===== src/rtl/core/ata_pio_pkg.sv =====
package ata_pio_pkg;

   localparam int WORDS_PER_SECTOR = 256;
   localparam int MAX_SECTORS = 255;
   localparam int DELAY_READS = 4;
   localparam int MAX_RESULTS = 16;

   localparam logic [7:0] ST_BSY = 8'h80;
   localparam logic [7:0] ST_DF = 8'h20;
   localparam logic [7:0] ST_DRQ = 8'h08;
   localparam logic [7:0] ST_ERR = 8'h01;
   localparam logic [7:0] CMD_RD = 8'h20;
   localparam logic [7:0] CMD_WR = 8'h30;
   localparam logic [7:0] CMD_FLUSH = 8'he7;
   localparam logic [7:0] DEV_BASE = 8'he0;
   localparam logic [47:0] LBA28_MAX = 48'h000_0fff_ffff;

   typedef enum logic [1:0] {
      OP_START_RD = 2'd0,
      OP_START_WR = 2'd1,
      OP_RESP     = 2'd2,
      OP_HOST_WR  = 2'd3
   } op_type;

   typedef enum logic [2:0] {
      K_RD8  = 3'd0,
      K_WR8  = 3'd1,
      K_RD16 = 3'd2,
      K_WR16 = 3'd3,
      K_HOST = 3'd4,
      K_DONE = 3'd5
   } kind_type;

   typedef enum logic [3:0] {
      PH_IDLE        = 4'd0,
      PH_SEL_DELAY   = 4'd1,
      PH_POLL_DELAY  = 4'd2,
      PH_POLL_STATUS = 4'd3,
      PH_READ_DATA   = 4'd4,
      PH_GAP_DELAY   = 4'd5,
      PH_WRITE_DATA  = 4'd6
   } phase_type;

   typedef enum logic [2:0] {
      CSR_IO_BASE    = 3'd0,
      CSR_DELAY_PORT = 3'd1,
      CSR_SLAVE      = 3'd2,
      CSR_PRESENT    = 3'd3,
      CSR_LIMIT      = 3'd4
   } csr_type;

   typedef struct packed {
      logic [2:0]  kind;
      logic [15:0] port;
      logic [15:0] value;
      logic        ok;
   } res_type;

   typedef struct packed {
      logic [1:0]  opcode;
      logic [47:0] lba;
      logic [15:0] num_sectors;
      logic [15:0] bus_data;
      logic [15:0] host_word;
   } item_type;

   typedef struct packed {
      logic [15:0] io_base;
      logic [15:0] delay_port;
      logic        drive_slave;
      logic        device_present;
      logic [31:0] sector_limit;
   } cfg_type;

   // a batch of results for one transaction
   typedef struct packed {
      logic [4:0]               count;
      res_type [MAX_RESULTS-1:0] res;
   } batch_type;

endpackage


===== src/rtl/core/ata_pio_if.sv =====
interface ata_pio_req_if;
   logic                    valid;
   logic                    ready;
   ata_pio_pkg::item_type   data;
   modport source (output valid, output data, input ready);
   modport sink (input valid, input data, output ready);
endinterface

interface ata_pio_rsp_if;
   logic                    valid;
   logic                    ready;
   ata_pio_pkg::res_type    data;
   logic                    last;
   modport source (output valid, output data, output last, input ready);
   modport sink (input valid, input data, input last, output ready);
endinterface


===== src/rtl/core/ata_pio_csr.sv =====
module ata_pio_csr (
   input  logic                  clock,
   input  logic                  reset,
   input  logic                  csr_we,
   input  logic [2:0]            csr_index,
   input  logic [31:0]           csr_wdata,
   output ata_pio_pkg::cfg_type  cfg
);
   ata_pio_pkg::cfg_type cfg_ff;

   // decode register writes
   always_ff @(posedge clock) begin
      if (reset) begin
         cfg_ff.io_base <= 16'h01f0;
         cfg_ff.delay_port <= 16'h03f6;
         cfg_ff.drive_slave <= 1'b0;
         cfg_ff.device_present <= 1'b0;
         cfg_ff.sector_limit <= 32'd0;
      end else if (csr_we) begin
         unique case (csr_index)
            ata_pio_pkg::CSR_IO_BASE:    cfg_ff.io_base <= csr_wdata[15:0];
            ata_pio_pkg::CSR_DELAY_PORT: cfg_ff.delay_port <= csr_wdata[15:0];
            ata_pio_pkg::CSR_SLAVE:      cfg_ff.drive_slave <= csr_wdata[0];
            ata_pio_pkg::CSR_PRESENT:    cfg_ff.device_present <= csr_wdata[0];
            ata_pio_pkg::CSR_LIMIT:      cfg_ff.sector_limit <= csr_wdata;
            default: ;
         endcase
      end
   end

   assign cfg = cfg_ff;
endmodule


===== src/rtl/core/ata_pio_core.sv =====
module ata_pio_core (
   input  logic                    clock,
   input  logic                    reset,
   input  ata_pio_pkg::cfg_type    cfg,
   input  logic                    in_valid,
   input  ata_pio_pkg::item_type   in_item,
   output logic                    in_ready,
   output logic                    bat_valid,
   output ata_pio_pkg::batch_type  bat,
   input  logic                    bat_take
);
   localparam int WIW = $clog2(ata_pio_pkg::WORDS_PER_SECTOR) + 1;

   ata_pio_pkg::phase_type phase_ff, phase_in;
   logic is_write_ff, is_write_in;
   logic [7:0] sectors_left_ff, sectors_left_in;
   logic [WIW-1:0] word_index_ff, word_index_in;
   logic [2:0] discard_ff, discard_in;
   logic drq_ff, drq_in, flush_ff, flush_in;
   logic [7:0] count_ff, count_in;
   logic [27:0] lba_ff, lba_in;
   logic bat_valid_ff;
   ata_pio_pkg::batch_type bat_ff, bat_in;

   logic take;
   assign in_ready = !bat_valid_ff || bat_take;
   assign take = in_valid && in_ready;

   function automatic logic [15:0] iop(input logic [15:0] b, input logic [2:0] r);
      iop = b + {13'd0, r};
   endfunction

   // compute next state and the result batch for one transaction
   always_comb begin
      logic [4:0] n;
      logic [7:0] st;
      logic [48:0] sum;
      phase_in = phase_ff;
      is_write_in = is_write_ff;
      sectors_left_in = sectors_left_ff;
      word_index_in = word_index_ff;
      discard_in = discard_ff;
      drq_in = drq_ff;
      flush_in = flush_ff;
      count_in = count_ff;
      lba_in = lba_ff;
      bat_in = '0;
      n = '0;
      st = in_item.bus_data[7:0];
      sum = {1'b0, in_item.lba} + {33'd0, in_item.num_sectors};
      unique case (in_item.opcode)
         ata_pio_pkg::OP_START_RD, ata_pio_pkg::OP_START_WR: begin
            if (phase_ff == ata_pio_pkg::PH_IDLE) begin
               if (!cfg.device_present || in_item.num_sectors == 16'd0
                   || in_item.num_sectors > 16'(ata_pio_pkg::MAX_SECTORS)
                   || sum > {17'd0, cfg.sector_limit}
                   || in_item.lba > ata_pio_pkg::LBA28_MAX) begin
                  bat_in.res[0] = '{ata_pio_pkg::K_DONE, 16'd0, 16'd0, 1'b0};
                  n = 5'd1;
                  sectors_left_in = '0; word_index_in = '0; discard_in = '0;
                  drq_in = 1'b0; flush_in = 1'b0;
               end else begin
                  is_write_in = in_item.opcode[0];
                  lba_in = in_item.lba[27:0];
                  count_in = in_item.num_sectors[7:0];
                  sectors_left_in = in_item.num_sectors[7:0];
                  word_index_in = '0; flush_in = 1'b0; drq_in = 1'b0;
                  bat_in.res[0] = '{ata_pio_pkg::K_WR8, iop(cfg.io_base, 3'd6),
                     {8'd0, ata_pio_pkg::DEV_BASE | {3'd0, cfg.drive_slave, 4'd0}}, 1'b0};
                  bat_in.res[1] = '{ata_pio_pkg::K_RD8, cfg.delay_port, 16'd0, 1'b0};
                  n = 5'd2;
                  phase_in = ata_pio_pkg::PH_SEL_DELAY;
                  discard_in = 3'(ata_pio_pkg::DELAY_READS - 1);
               end
            end
         end
         ata_pio_pkg::OP_RESP: begin
            unique case (phase_ff)
               ata_pio_pkg::PH_SEL_DELAY, ata_pio_pkg::PH_POLL_DELAY,
               ata_pio_pkg::PH_GAP_DELAY: begin
                  if (discard_ff != 3'd0) begin
                     discard_in = discard_ff - 3'd1;
                     bat_in.res[0] = '{ata_pio_pkg::K_RD8, cfg.delay_port, 16'd0, 1'b0};
                     n = 5'd1;
                  end else if (phase_ff == ata_pio_pkg::PH_SEL_DELAY) begin
                     bat_in.res[0] = '{ata_pio_pkg::K_WR8, iop(cfg.io_base, 3'd2),
                        {8'd0, count_ff}, 1'b0};
                     bat_in.res[1] = '{ata_pio_pkg::K_WR8, iop(cfg.io_base, 3'd3),
                        {8'd0, lba_ff[7:0]}, 1'b0};
                     bat_in.res[2] = '{ata_pio_pkg::K_WR8, iop(cfg.io_base, 3'd4),
                        {8'd0, lba_ff[15:8]}, 1'b0};
                     bat_in.res[3] = '{ata_pio_pkg::K_WR8, iop(cfg.io_base, 3'd5),
                        {8'd0, lba_ff[23:16]}, 1'b0};
                     bat_in.res[4] = '{ata_pio_pkg::K_WR8, iop(cfg.io_base, 3'd6),
                        {8'd0, ata_pio_pkg::DEV_BASE | {3'd0, cfg.drive_slave, lba_ff[27:24]}},
                        1'b0};
                     bat_in.res[5] = '{ata_pio_pkg::K_WR8, iop(cfg.io_base, 3'd7),
                        {8'd0, is_write_ff ? ata_pio_pkg::CMD_WR : ata_pio_pkg::CMD_RD}, 1'b0};
                     bat_in.res[6] = '{ata_pio_pkg::K_RD8, cfg.delay_port, 16'd0, 1'b0};
                     n = 5'd7;
                     drq_in = 1'b1;
                     phase_in = ata_pio_pkg::PH_POLL_DELAY;
                     discard_in = 3'(ata_pio_pkg::DELAY_READS - 1);
                  end else if (phase_ff == ata_pio_pkg::PH_GAP_DELAY) begin
                     drq_in = sectors_left_ff != 8'd0;
                     bat_in.res[0] = '{ata_pio_pkg::K_RD8, cfg.delay_port, 16'd0, 1'b0};
                     n = 5'd1;
                     phase_in = ata_pio_pkg::PH_POLL_DELAY;
                     discard_in = 3'(ata_pio_pkg::DELAY_READS - 1);
                  end else begin
                     phase_in = ata_pio_pkg::PH_POLL_STATUS;
                     bat_in.res[0] = '{ata_pio_pkg::K_RD8, iop(cfg.io_base, 3'd7), 16'd0, 1'b0};
                     n = 5'd1;
                  end
               end
               ata_pio_pkg::PH_POLL_STATUS: begin
                  logic fin, fok;
                  fin = 1'b0; fok = 1'b0;
                  if ((st & ata_pio_pkg::ST_BSY) != 8'd0) begin
                     bat_in.res[0] = '{ata_pio_pkg::K_RD8, iop(cfg.io_base, 3'd7), 16'd0, 1'b0};
                     n = 5'd1;
                  end else if ((st & (ata_pio_pkg::ST_ERR | ata_pio_pkg::ST_DF)) != 8'd0) begin
                     fin = 1'b1;
                  end else if (drq_ff) begin
                     if ((st & ata_pio_pkg::ST_DRQ) == 8'd0) fin = 1'b1;
                     else begin
                        word_index_in = '0;
                        if (is_write_ff) phase_in = ata_pio_pkg::PH_WRITE_DATA;
                        else begin
                           phase_in = ata_pio_pkg::PH_READ_DATA;
                           bat_in.res[0] = '{ata_pio_pkg::K_RD16, iop(cfg.io_base, 3'd0),
                              16'd0, 1'b0};
                           n = 5'd1;
                        end
                     end
                  end else if (!is_write_ff || flush_ff) begin
                     fin = 1'b1; fok = 1'b1;
                  end else if (sectors_left_ff != 8'd0) begin
                     drq_in = 1'b1;
                     phase_in = ata_pio_pkg::PH_POLL_DELAY;
                     discard_in = 3'(ata_pio_pkg::DELAY_READS - 1);
                     bat_in.res[0] = '{ata_pio_pkg::K_RD8, cfg.delay_port, 16'd0, 1'b0};
                     n = 5'd1;
                  end else begin
                     flush_in = 1'b1; drq_in = 1'b0;
                     bat_in.res[0] = '{ata_pio_pkg::K_WR8, iop(cfg.io_base, 3'd7),
                        {8'd0, ata_pio_pkg::CMD_FLUSH}, 1'b0};
                     bat_in.res[1] = '{ata_pio_pkg::K_RD8, cfg.delay_port, 16'd0, 1'b0};
                     n = 5'd2;
                     phase_in = ata_pio_pkg::PH_POLL_DELAY;
                     discard_in = 3'(ata_pio_pkg::DELAY_READS - 1);
                  end
                  if (fin) begin
                     phase_in = ata_pio_pkg::PH_IDLE;
                     sectors_left_in = '0; word_index_in = '0; discard_in = '0;
                     drq_in = 1'b0; flush_in = 1'b0;
                     bat_in.res[0] = '{ata_pio_pkg::K_DONE, 16'd0, 16'd0, fok};
                     n = 5'd1;
                  end
               end
               ata_pio_pkg::PH_READ_DATA: begin
                  bat_in.res[0] = '{ata_pio_pkg::K_HOST, 16'd0, in_item.bus_data, 1'b0};
                  if (word_index_ff + 1'b1 < WIW'(ata_pio_pkg::WORDS_PER_SECTOR)) begin
                     word_index_in = word_index_ff + 1'b1;
                     bat_in.res[1] = '{ata_pio_pkg::K_RD16, iop(cfg.io_base, 3'd0), 16'd0, 1'b0};
                  end else begin
                     word_index_in = '0;
                     sectors_left_in = sectors_left_ff - 8'd1;
                     phase_in = ata_pio_pkg::PH_GAP_DELAY;
                     discard_in = 3'(ata_pio_pkg::DELAY_READS - 1);
                     bat_in.res[1] = '{ata_pio_pkg::K_RD8, cfg.delay_port, 16'd0, 1'b0};
                  end
                  n = 5'd2;
               end
               default: ;
            endcase
         end
         default: begin
            if (phase_ff == ata_pio_pkg::PH_WRITE_DATA) begin
               bat_in.res[0] = '{ata_pio_pkg::K_WR16, iop(cfg.io_base, 3'd0),
                  in_item.host_word, 1'b0};
               n = 5'd1;
               if (word_index_ff + 1'b1 >= WIW'(ata_pio_pkg::WORDS_PER_SECTOR)) begin
                  word_index_in = '0;
                  sectors_left_in = sectors_left_ff - 8'd1;
                  drq_in = 1'b0;
                  phase_in = ata_pio_pkg::PH_POLL_DELAY;
                  discard_in = 3'(ata_pio_pkg::DELAY_READS - 1);
                  bat_in.res[1] = '{ata_pio_pkg::K_RD8, cfg.delay_port, 16'd0, 1'b0};
                  n = 5'd2;
               end else begin
                  word_index_in = word_index_ff + 1'b1;
               end
            end
         end
      endcase
      bat_in.count = n;
   end

   // advance state on each accepted transaction
   always_ff @(posedge clock) begin
      if (reset) begin
         phase_ff <= ata_pio_pkg::PH_IDLE;
         is_write_ff <= 1'b0;
         sectors_left_ff <= '0;
         word_index_ff <= '0;
         discard_ff <= '0;
         drq_ff <= 1'b0;
         flush_ff <= 1'b0;
         count_ff <= '0;
         lba_ff <= '0;
         bat_valid_ff <= 1'b0;
      end else begin
         if (take) begin
            phase_ff <= phase_in;
            is_write_ff <= is_write_in;
            sectors_left_ff <= sectors_left_in;
            word_index_ff <= word_index_in;
            discard_ff <= discard_in;
            drq_ff <= drq_in;
            flush_ff <= flush_in;
            count_ff <= count_in;
            lba_ff <= lba_in;
            bat_valid_ff <= bat_in.count != 5'd0;
         end else if (bat_take) begin
            bat_valid_ff <= 1'b0;
         end
      end
   end

   always_ff @(posedge clock) begin
      if (take) bat_ff <= bat_in;
   end

   assign bat_valid = bat_valid_ff;
   assign bat = bat_ff;

   a_words: assert property (@(posedge clock) disable iff (reset)
      word_index_ff < WIW'(ata_pio_pkg::WORDS_PER_SECTOR)) else $error("word index overrun");
   a_batch: assert property (@(posedge clock) disable iff (reset)
      bat_valid_ff |-> bat_ff.count != 5'd0 && bat_ff.count <= 5'd16)
      else $error("bad batch size");
   a_hold: assert property (@(posedge clock) disable iff (reset)
      bat_valid_ff && !bat_take |=> bat_valid_ff && $stable(bat_ff))
      else $error("batch lost");
endmodule


===== src/rtl/core/ata_pio_out.sv =====
module ata_pio_out (
   input  logic                   clock,
   input  logic                   reset,
   input  logic                   bat_valid,
   input  ata_pio_pkg::batch_type bat,
   output logic                   bat_take,
   ata_pio_rsp_if.source          rsp
);
   logic [4:0] idx_ff, idx_in;
   logic last;

   assign last = (idx_ff + 5'd1) == bat.count;
   assign bat_take = bat_valid && rsp.ready && last;
   assign idx_in = bat_take ? 5'd0 : idx_ff + 5'd1;

   // step through the batch one result per cycle while the receiver is ready
   always_ff @(posedge clock) begin
      if (reset) idx_ff <= '0;
      else if (bat_valid && rsp.ready) idx_ff <= idx_in;
   end

   assign rsp.valid = bat_valid;
   assign rsp.data = bat.res[idx_ff[3:0]];
   assign rsp.last = last;

   a_idx: assert property (@(posedge clock) disable iff (reset)
      bat_valid |-> idx_ff < bat.count) else $error("index past batch");
   a_zero: assert property (@(posedge clock) disable iff (reset)
      !bat_valid |-> idx_ff == 5'd0) else $error("index not cleared");
   a_ret: assert property (@(posedge clock) disable iff (reset)
      bat_take |=> idx_ff == 5'd0) else $error("index not reset");
endmodule


===== src/rtl/core/ata_pio_sector_sequencer_top.sv =====
// Results are registered and offered from the cycle after acceptance.
// Throughput: one transaction per cycle when it causes at most one result
// and the receiver is ready; results leave one per cycle through the output
// stage while ready, and the next transaction waits until the last has left.
// Reset: synchronous active high; returns to idle and restores default CSRs.
module ata_pio_sector_sequencer_top (
   input  logic          clock,
   input  logic          reset,
   input  logic          csr_we,
   input  logic [2:0]    csr_index,
   input  logic [31:0]   csr_wdata,
   ata_pio_req_if.sink   req,
   ata_pio_rsp_if.source rsp
);
   ata_pio_pkg::cfg_type cfg;
   ata_pio_pkg::batch_type bat;
   logic bat_valid, bat_take;

   ata_pio_csr u_csr (.clock, .reset, .csr_we, .csr_index, .csr_wdata, .cfg);

   ata_pio_core u_core (.clock, .reset, .cfg, .in_valid(req.valid), .in_item(req.data),
      .in_ready(req.ready), .bat_valid, .bat, .bat_take);

   ata_pio_out u_out (.clock, .reset, .bat_valid, .bat, .bat_take, .rsp);
endmodule


===== src/flat_wrapper.sv =====
// flat-port wrapper written by rule: the top's interface ports become plain ports
module ata_pio_sector_sequencer_top_flat 
  (clock, reset, csr_we, csr_index, csr_wdata, req_valid, req_data, req_ready, rsp_valid, rsp_data, rsp_last, rsp_ready);
  ata_pio_req_if req_i ();
  ata_pio_rsp_if rsp_i ();
  input  logic clock;
  input  logic reset;
  input  logic csr_we;
  input  logic [2:0] csr_index;
  input  logic [31:0] csr_wdata;
  input wire logic [$bits(req_i.valid)-1:0] req_valid;
  input wire logic [$bits(req_i.data)-1:0] req_data;
  output wire logic [$bits(req_i.ready)-1:0] req_ready;
  output wire logic [$bits(rsp_i.valid)-1:0] rsp_valid;
  output wire logic [$bits(rsp_i.data)-1:0] rsp_data;
  output wire logic [$bits(rsp_i.last)-1:0] rsp_last;
  input wire logic [$bits(rsp_i.ready)-1:0] rsp_ready;
  assign req_i.valid = req_valid;
  assign req_i.data = req_data;
  assign req_ready = req_i.ready;
  assign rsp_valid = rsp_i.valid;
  assign rsp_data = rsp_i.data;
  assign rsp_last = rsp_i.last;
  assign rsp_i.ready = rsp_ready;
  ata_pio_sector_sequencer_top u_core (.clock(clock), .reset(reset), .csr_we(csr_we), .csr_index(csr_index), .csr_wdata(csr_wdata), .req(req_i), .rsp(rsp_i));
endmodule

===== config.mk =====
export PLATFORM = sky130hd
export DESIGN_NAME = ata_pio_sector_sequencer_top_flat
export DESIGN_NICKNAME = d
export VERILOG_FILES = /design/src/rtl/core/ata_pio_pkg.sv /design/src/rtl/core/ata_pio_if.sv /design/src/rtl/core/ata_pio_csr.sv /design/src/rtl/core/ata_pio_core.sv /design/src/rtl/core/ata_pio_out.sv /design/src/rtl/core/ata_pio_sector_sequencer_top.sv /design/src/flat_wrapper.sv
export SDC_FILE = /design/constraint.sdc
export NUM_CORES = 1
export LEC_CHECK = 0
export BUFFER_PORTS_ARGS = -buffer_cell sky130_fd_sc_hd__buf_4
export CELL_PAD_IN_SITES_DETAIL_PLACEMENT = 0
export CELL_PAD_IN_SITES_GLOBAL_PLACEMENT = 1
export CORE_ASPECT_RATIO = 0.9
export CORE_MARGIN = 2
export CORE_UTILIZATION = 36
export CTS_CLUSTER_DIAMETER = 120
export DETAILED_ROUTE_END_ITERATION = 8
export PLACE_DENSITY = 0.72
export SLEW_MARGIN = 20
export SYNTH_ARGS = -nofsm -noshare
export SYNTH_HDL_FRONTEND = slang
export SYNTH_SLANG_ARGS = --single-unit

===== constraint.sdc =====
create_clock -name clock -period 8.15 [get_ports clock]
set_input_delay 0.4075 -clock clock [delete_from_list [all_inputs] [get_ports clock]]
set_output_delay 0.4075 -clock clock [all_outputs]
set_load 0.005 [all_outputs]

# Word-level counts from Yosys, hierarchy flattened
# Index checks and enable logic that the tools add are counted.
[classes]
n_eq_ne = 37
muxes = 129
order_cmp = 6
bitwise_logic = 4
n_reduce_logical = 41
add_sub_neg = 11
[ops]
columns = ["operator", "n"]
rows = [
  ["2-to-1 mux 36 bit", 8],
  ["case mux 72 bit (3 select lines)", 1],
  ["2-to-1 mux 178 bit", 1],
  ["binary-select mux 36 bit (select 4 bit)", 1],
  ["2-to-1 mux 72 bit", 2],
  ["case mux 72 bit (2 select lines)", 1],
  ["2-to-1 mux 69 bit", 2],
  ["2-to-1 mux 33 bit", 4],
  ["2-to-1 mux 35 bit", 3],
  ["2-to-1 mux 34 bit", 3],
  ["2-to-1 mux 9 bit", 9],
  ["adder 16 x 3 -> 16 bit, second input constant", 4],
  ["adder 48 x 16 -> 49 bit", 1],
  ["greater-than comparator 49 x 32 -> 1 bit", 1],
  ["greater-than comparator 48 x 28 -> 1 bit, second input constant", 1],
  ["2-to-1 mux 4 bit", 12],
  ["2-to-1 mux 8 bit", 6],
  ["2-to-1 mux 3 bit", 14],
  ["case mux 9 bit (2 select lines)", 2],
  ["2-to-1 mux 1 bit", 35],
  ["adder 16 x 2 -> 16 bit, second input constant", 2],
  ["case mux 8 bit (2 select lines)", 2],
  ["2-to-1 mux 5 bit", 6],
  ["!= test 4 bit, second input constant", 7],
  ["other kinds (54)", 100],
]
[word_totals]
input_bits = 138
word_cells = 277
reg_bits = 390
out_inout_bits = 39

# Logic depth before layout (Yosys ltp)
[logic_depth]
word_depth = 13
ltp_mapped = 20
mapped_depth_nobuf = 18

# Cells and area by module
# Synthesis repeated with hierarchy kept, for this count alone.
[unflattened]
cells_unflattened = 2496
hier_area_um2 = 25087.8
[modules_own_cells]
columns = ["module", "cells_each", "n_inst", "seq_area_each_um2", "area_per_inst_um2"]
rows = [
  ["ata_pio_core", 1963, 1, 6246.0, 17504.3],
  ["ata_pio_out", 269, 1, 100.1, 4812.1],
  ["ata_pio_csr", 264, 1, 1321.3, 2771.4],
]

# Worst setup path after synthesis
# OpenSTA, ideal clock, no wires.
[synth_timing]
path_type = "flip-flop to flip-flop"
start = "reg u_core.u_out.idx_ff[1]"
end = "reg u_core.u_core.count_ff[0]"
arrival_ps = 6001
setup_slack_ps = 2002
path_buffers = 0
stages_incl_launch_ff = 9
t_required_ps = 8003
path_cell_list = "dfxtp_1 ha_1 xor2_1 or3_4 a2111oi_4 o21ai_2 inv_1 nand2_1 mux2i_1"
[synth_between]
elab_chain_len = 6
[synth_rtl]
columns = ["element", "line", "source"]
rows = [
  ["from (decl)", "ata_pio_out.sv:9", "logic [4:0] idx_ff, idx_in;"],
  ["from (signal assigned)", "ata_pio_out.sv:19", "else if (bat_valid && rsp.ready) idx_ff <= idx_in;"],
  ["adder 5 x 1 -> 5 bit", "ata_pio_out.sv:12", "assign last = (idx_ff + 5'd1) == bat.count;"],
  ["== test 5 bit", "ata_pio_out.sv:12", ""],
  ["logical AND 1 bit", "ata_pio_out.sv:13", "assign bat_take = bat_valid && rsp.ready && last;"],
  ["logical OR 1 bit", "ata_pio_core.sv:26", "assign in_ready = !bat_valid_ff || bat_take;"],
  ["logical AND 1 bit", "ata_pio_core.sv:27", "assign take = in_valid && in_ready;"],
  ["net u_core.u_core.take", "ata_pio_core.sv:25", "logic take;"],
  ["AND reduction 4 bit (no line)", "-", ""],
  ["to (signal assigned)", "ata_pio_core.sv:222", "count_ff <= count_in;"],
  ["to (decl)", "ata_pio_core.sv:20", "logic [7:0] count_ff, count_in;"],
]
# The timed path passes the listed nets, and every way through them passes these cells.
# A chain may end at the register's enable or synchronous reset.

==> impl_metrics.tcl <==
set metrics [dict create \
    postRouteAntennaNets 0 \
    drtIter0Drc 1887 \
    cts_tree "done" \
    crit_fanout 16 \
    utilization_pct 42.3 \
    setup_viol 0 \
    cts_buffers 35 \
    seq_area_frac_synth_pct 41.9 \
    cp.arrival_ns 5.63 \
    overflow 0 \
    place_congestion 0.928 \
    synth_cells 2091 \
    port_buffers 176 \
    fin_ws_ns 2.94 \
    r2r_start "u_core.u_out.idx_ff[0]$_SDFFE_PP0P_" \
    required_ns 8.57 \
    cts_buffer_depth 3 \
    syn_to_final_growth_pct 16.4 \
    hpwl_um 48200 \
    p_clk_share_pct 39.7 \
    start_util_pct 36.3 \
    coreArea_um2 50400 \
    p_switching_uw 1090 \
    wl_per_cell_um 22.9 \
    cp_cell_sequence "buf_4 -> ha_1 -> inv_1 -> fa_1 -> nand2b_1 -> a21oi_1 -> o2111ai_1 -> nand4_1 -> a311oi_1 -> or3_1 -> xnor2_1 -> ha_1 -> a21oi_1 -> o21ai_0 -> a221oi_1 -> a211oi_1 -> a211oi_2 -> buf_4 -> a211o_1 -> a22o_1" \
    syn_area_per_cell_um2 8.75 \
    yosysWarnings 0 \
    ir_worst_vdd_uv 143 \
    p_int_uw 2800 \
    hold_viol 0 \
    vias 16700 \
    slowest_stage "a211o_1" \
    die_w_um 242 \
    clock_latency_ns 0.57 \
    layout_common_cells "nand2_1 (305), buf_4 (205), nor2_1 (193)" \
    dieArea_um2 52700 \
    outcome "finished, final reports clean" \
    async_flop_share_pct 0 \
    path_buf_inv 3 \
    fill_cells 5083 \
    track_usage_pct 24.3 \
    grt_pass1_wl_um 98200 \
    clock-sinks 300 \
    fin_total_pwr_uw 3890 \
    drc 0 \
    ys_ff_latch 300 \
    die_h_um 218 \
    p_comb_share_pct 16.4 \
    cts_root_buf "clkbuf_16" \
    grt_max_degree 95 \
    swShare_pct 28.0 \
    critPathLaunch "req_data[32]" \
    nNetsFinal 2383 \
    rsz0062_at_grt "no" \
    slew_headroom_pct 27.8 \
    grt_pass1_vias 15400 \
    drive_above_1_share_pct 14.3 \
    cp-start-kind "input port" \
    period_needed_ns 5.21 \
    routed_wirelength_um 66100 \
    cts_setup_buffers 0 \
    leakagePower_uw 0.00786 \
    io_pins 177 \
    hp-class "in -> reg" \
    mappedNetlistArea_um2 18300 \
    p_per_area_nw_per_um2 183 \
    crit_family "compound AO/OA/AOI/OAI gates" \
    cts-resized-gates 0 \
    clock_skew_ns 0.0235 \
    timing.setup.tns_ns 0 \
    ys_types 84 \
    final_common_cell "nand2_1" \
    power_frac_seq_pct 43.9 \
    synth_fp_nets 2292 \
    antenna_found_initial 5 \
    pre_cts_slack_ns 2.25 \
    synthFlopType "edfxtp_1" \
    cp-end-kind "flop" \
    fmax_mhz 192 \
    vias_per_cell 5.77 \
    num_rows 78 \
    finalCritPeriodShare_pct 63.9 \
    firstDrtPassIters 6 \
    synth-edff-count 166 \
    critPathKind "in -> reg" \
    cpPeakStageDelay_ns 0.58 \
    holdCritStartpoint "csr_wdata[6]" \
    finalMaxSlewViolations 0 \
    cts-hold-fix-buffers 0 \
    maxCapViolCount 0 \
    cts.clk_slew.worst_paths_ns 0.06 \
    htree_num_levels 2 \
    worstMarginPinSlew_ns 1.07 \
]
final timing paths:
check	end	slack, ns	depth (start not counted)
setup / recovery	u_core.u_core.bat[63]$_DFFE_PP_	2.94	20
hold / removal	u_core.u_csr.cfg[40]$_SDFFE_PP1P_	0.11	3
setup reg to reg	u_core.u_core.bat[31]$_DFFE_PP_	3.68	8
hold reg to reg	u_core.u_core.lba_ff[20]$_SDFFE_PP0P_	0.45	2
layer usage:
layer	part of all wire, %	track usage (%)
met1	47	36.3
met2	41	34.7
met3	9.1	5.43
met4	2.7	7.02
met5	0.074	0
synthesized netlist by cell type (all sizes together) (8+ instances only):
cell type  count  area, um2
o21a           8       60.1
a211oi        31        233
o22ai         10       62.6
nor2         196        736
clkbuf       130        488
edfxtp       166       4980
or2            9       56.3
o31ai          8       60.1
nand2b        15       93.8
mux4          18        405
a221oi        13        114
and3          60        375
nor3          43        220
and2          22        138
nand3         52        260
nand2        307       1150
a22o          17        149
o211ai        14        110
nor4          26        163
nand4         23        144
mux2i         61        611
nor2b         14       87.6
dfxtp        134       2680
a21o          16        120
buf           21        101
xor2          32        280
xnor2         63        552
ha            62        776
inv           62        233
a31oi         20        125
o21ai        109        549
a22oi         17        128
a21oi        179        896
a221o          9       90.1
or3           24        155
power groups by stage:
| stage | Combinational (uW) | Clock (uW) | Sequential, uW |
|---|---|---|---|
| after floorplan | 373 | 0 | 1730 |
| after global routing | 693 | 1640 | 1710 |
| after detailed placement | 629 | 0 | 1740 |
| after global placement | 623 | 0 | 1740 |
| after CTS | 632 | 1570 | 1710 |
| final | 638 | 1540 | 1710 |
per-stage QoR:
stage	cells	area, um2	hold slack (ns)
finish	2888	21300	0.106
global route	2887	21300	0.112
CTS	2887	21300	0.0898
detailed placement	2825	20200	0.444
global placement	2825	20200	0.438
floorplan	2091	18300	0.430
registers in the layout, indices dropped and copies added (netlist names):
name	cells
u_core.u_out.idx_ff	5
u_core.u_core.discard_ff	3
u_core.u_core.phase_ff	3
u_core.u_csr.cfg	66
u_core.u_core.bat	166
u_core.u_core.bat_valid	1
u_core.u_core.is_write_ff	1
u_core.u_core.sectors_left_ff	8
u_core.u_core.word_index_ff	9
u_core.u_core.flush_ff	1
u_core.u_core.drq_ff	1
u_core.u_core.count_ff	8
u_core.u_core.lba_ff	28
final cells by class:
cell class                      instances  area (um2)  share of cell area, %
Clock inverter                         15         161                  0.758
Antenna cell                            1        2.50                 0.0117
Clock buffer                           47         951                   4.46
Tap cell                              680         851                   3.99
Inverter                               64         245                   1.15
Multi-Input combinational cell       1576        9880                   46.4
Timing Repair Buffer                  205        1540                   7.23
Sequential cell                       300        7670                   36.0
kinds of logic after synthesis:
| family | Yosys count | synth area share (%) |
|---|---|---|
| xor+xnor | 95 | 4.55 |
| buf+inv | 215 | 4.53 |
| compound gates | 507 | 17.6 |
| mux | 86 | 5.98 |
| flops | 300 | 41.9 |
| fa+ha+maj | 63 | 4.35 |
| simple gates | 825 | 21.1 |
worst register-to-register path: cells and delay by family, from the launching register on:
kind,cells,cell delay (ns)
fa+ha+maj,1,0.39
flops,1,0.31
buf+inv,3,2.15
xor+xnor,1,0.12
simple gates,1,0.36
compound gates,2,0.68
No activity file was read; power rests on OpenSTA's default activity.
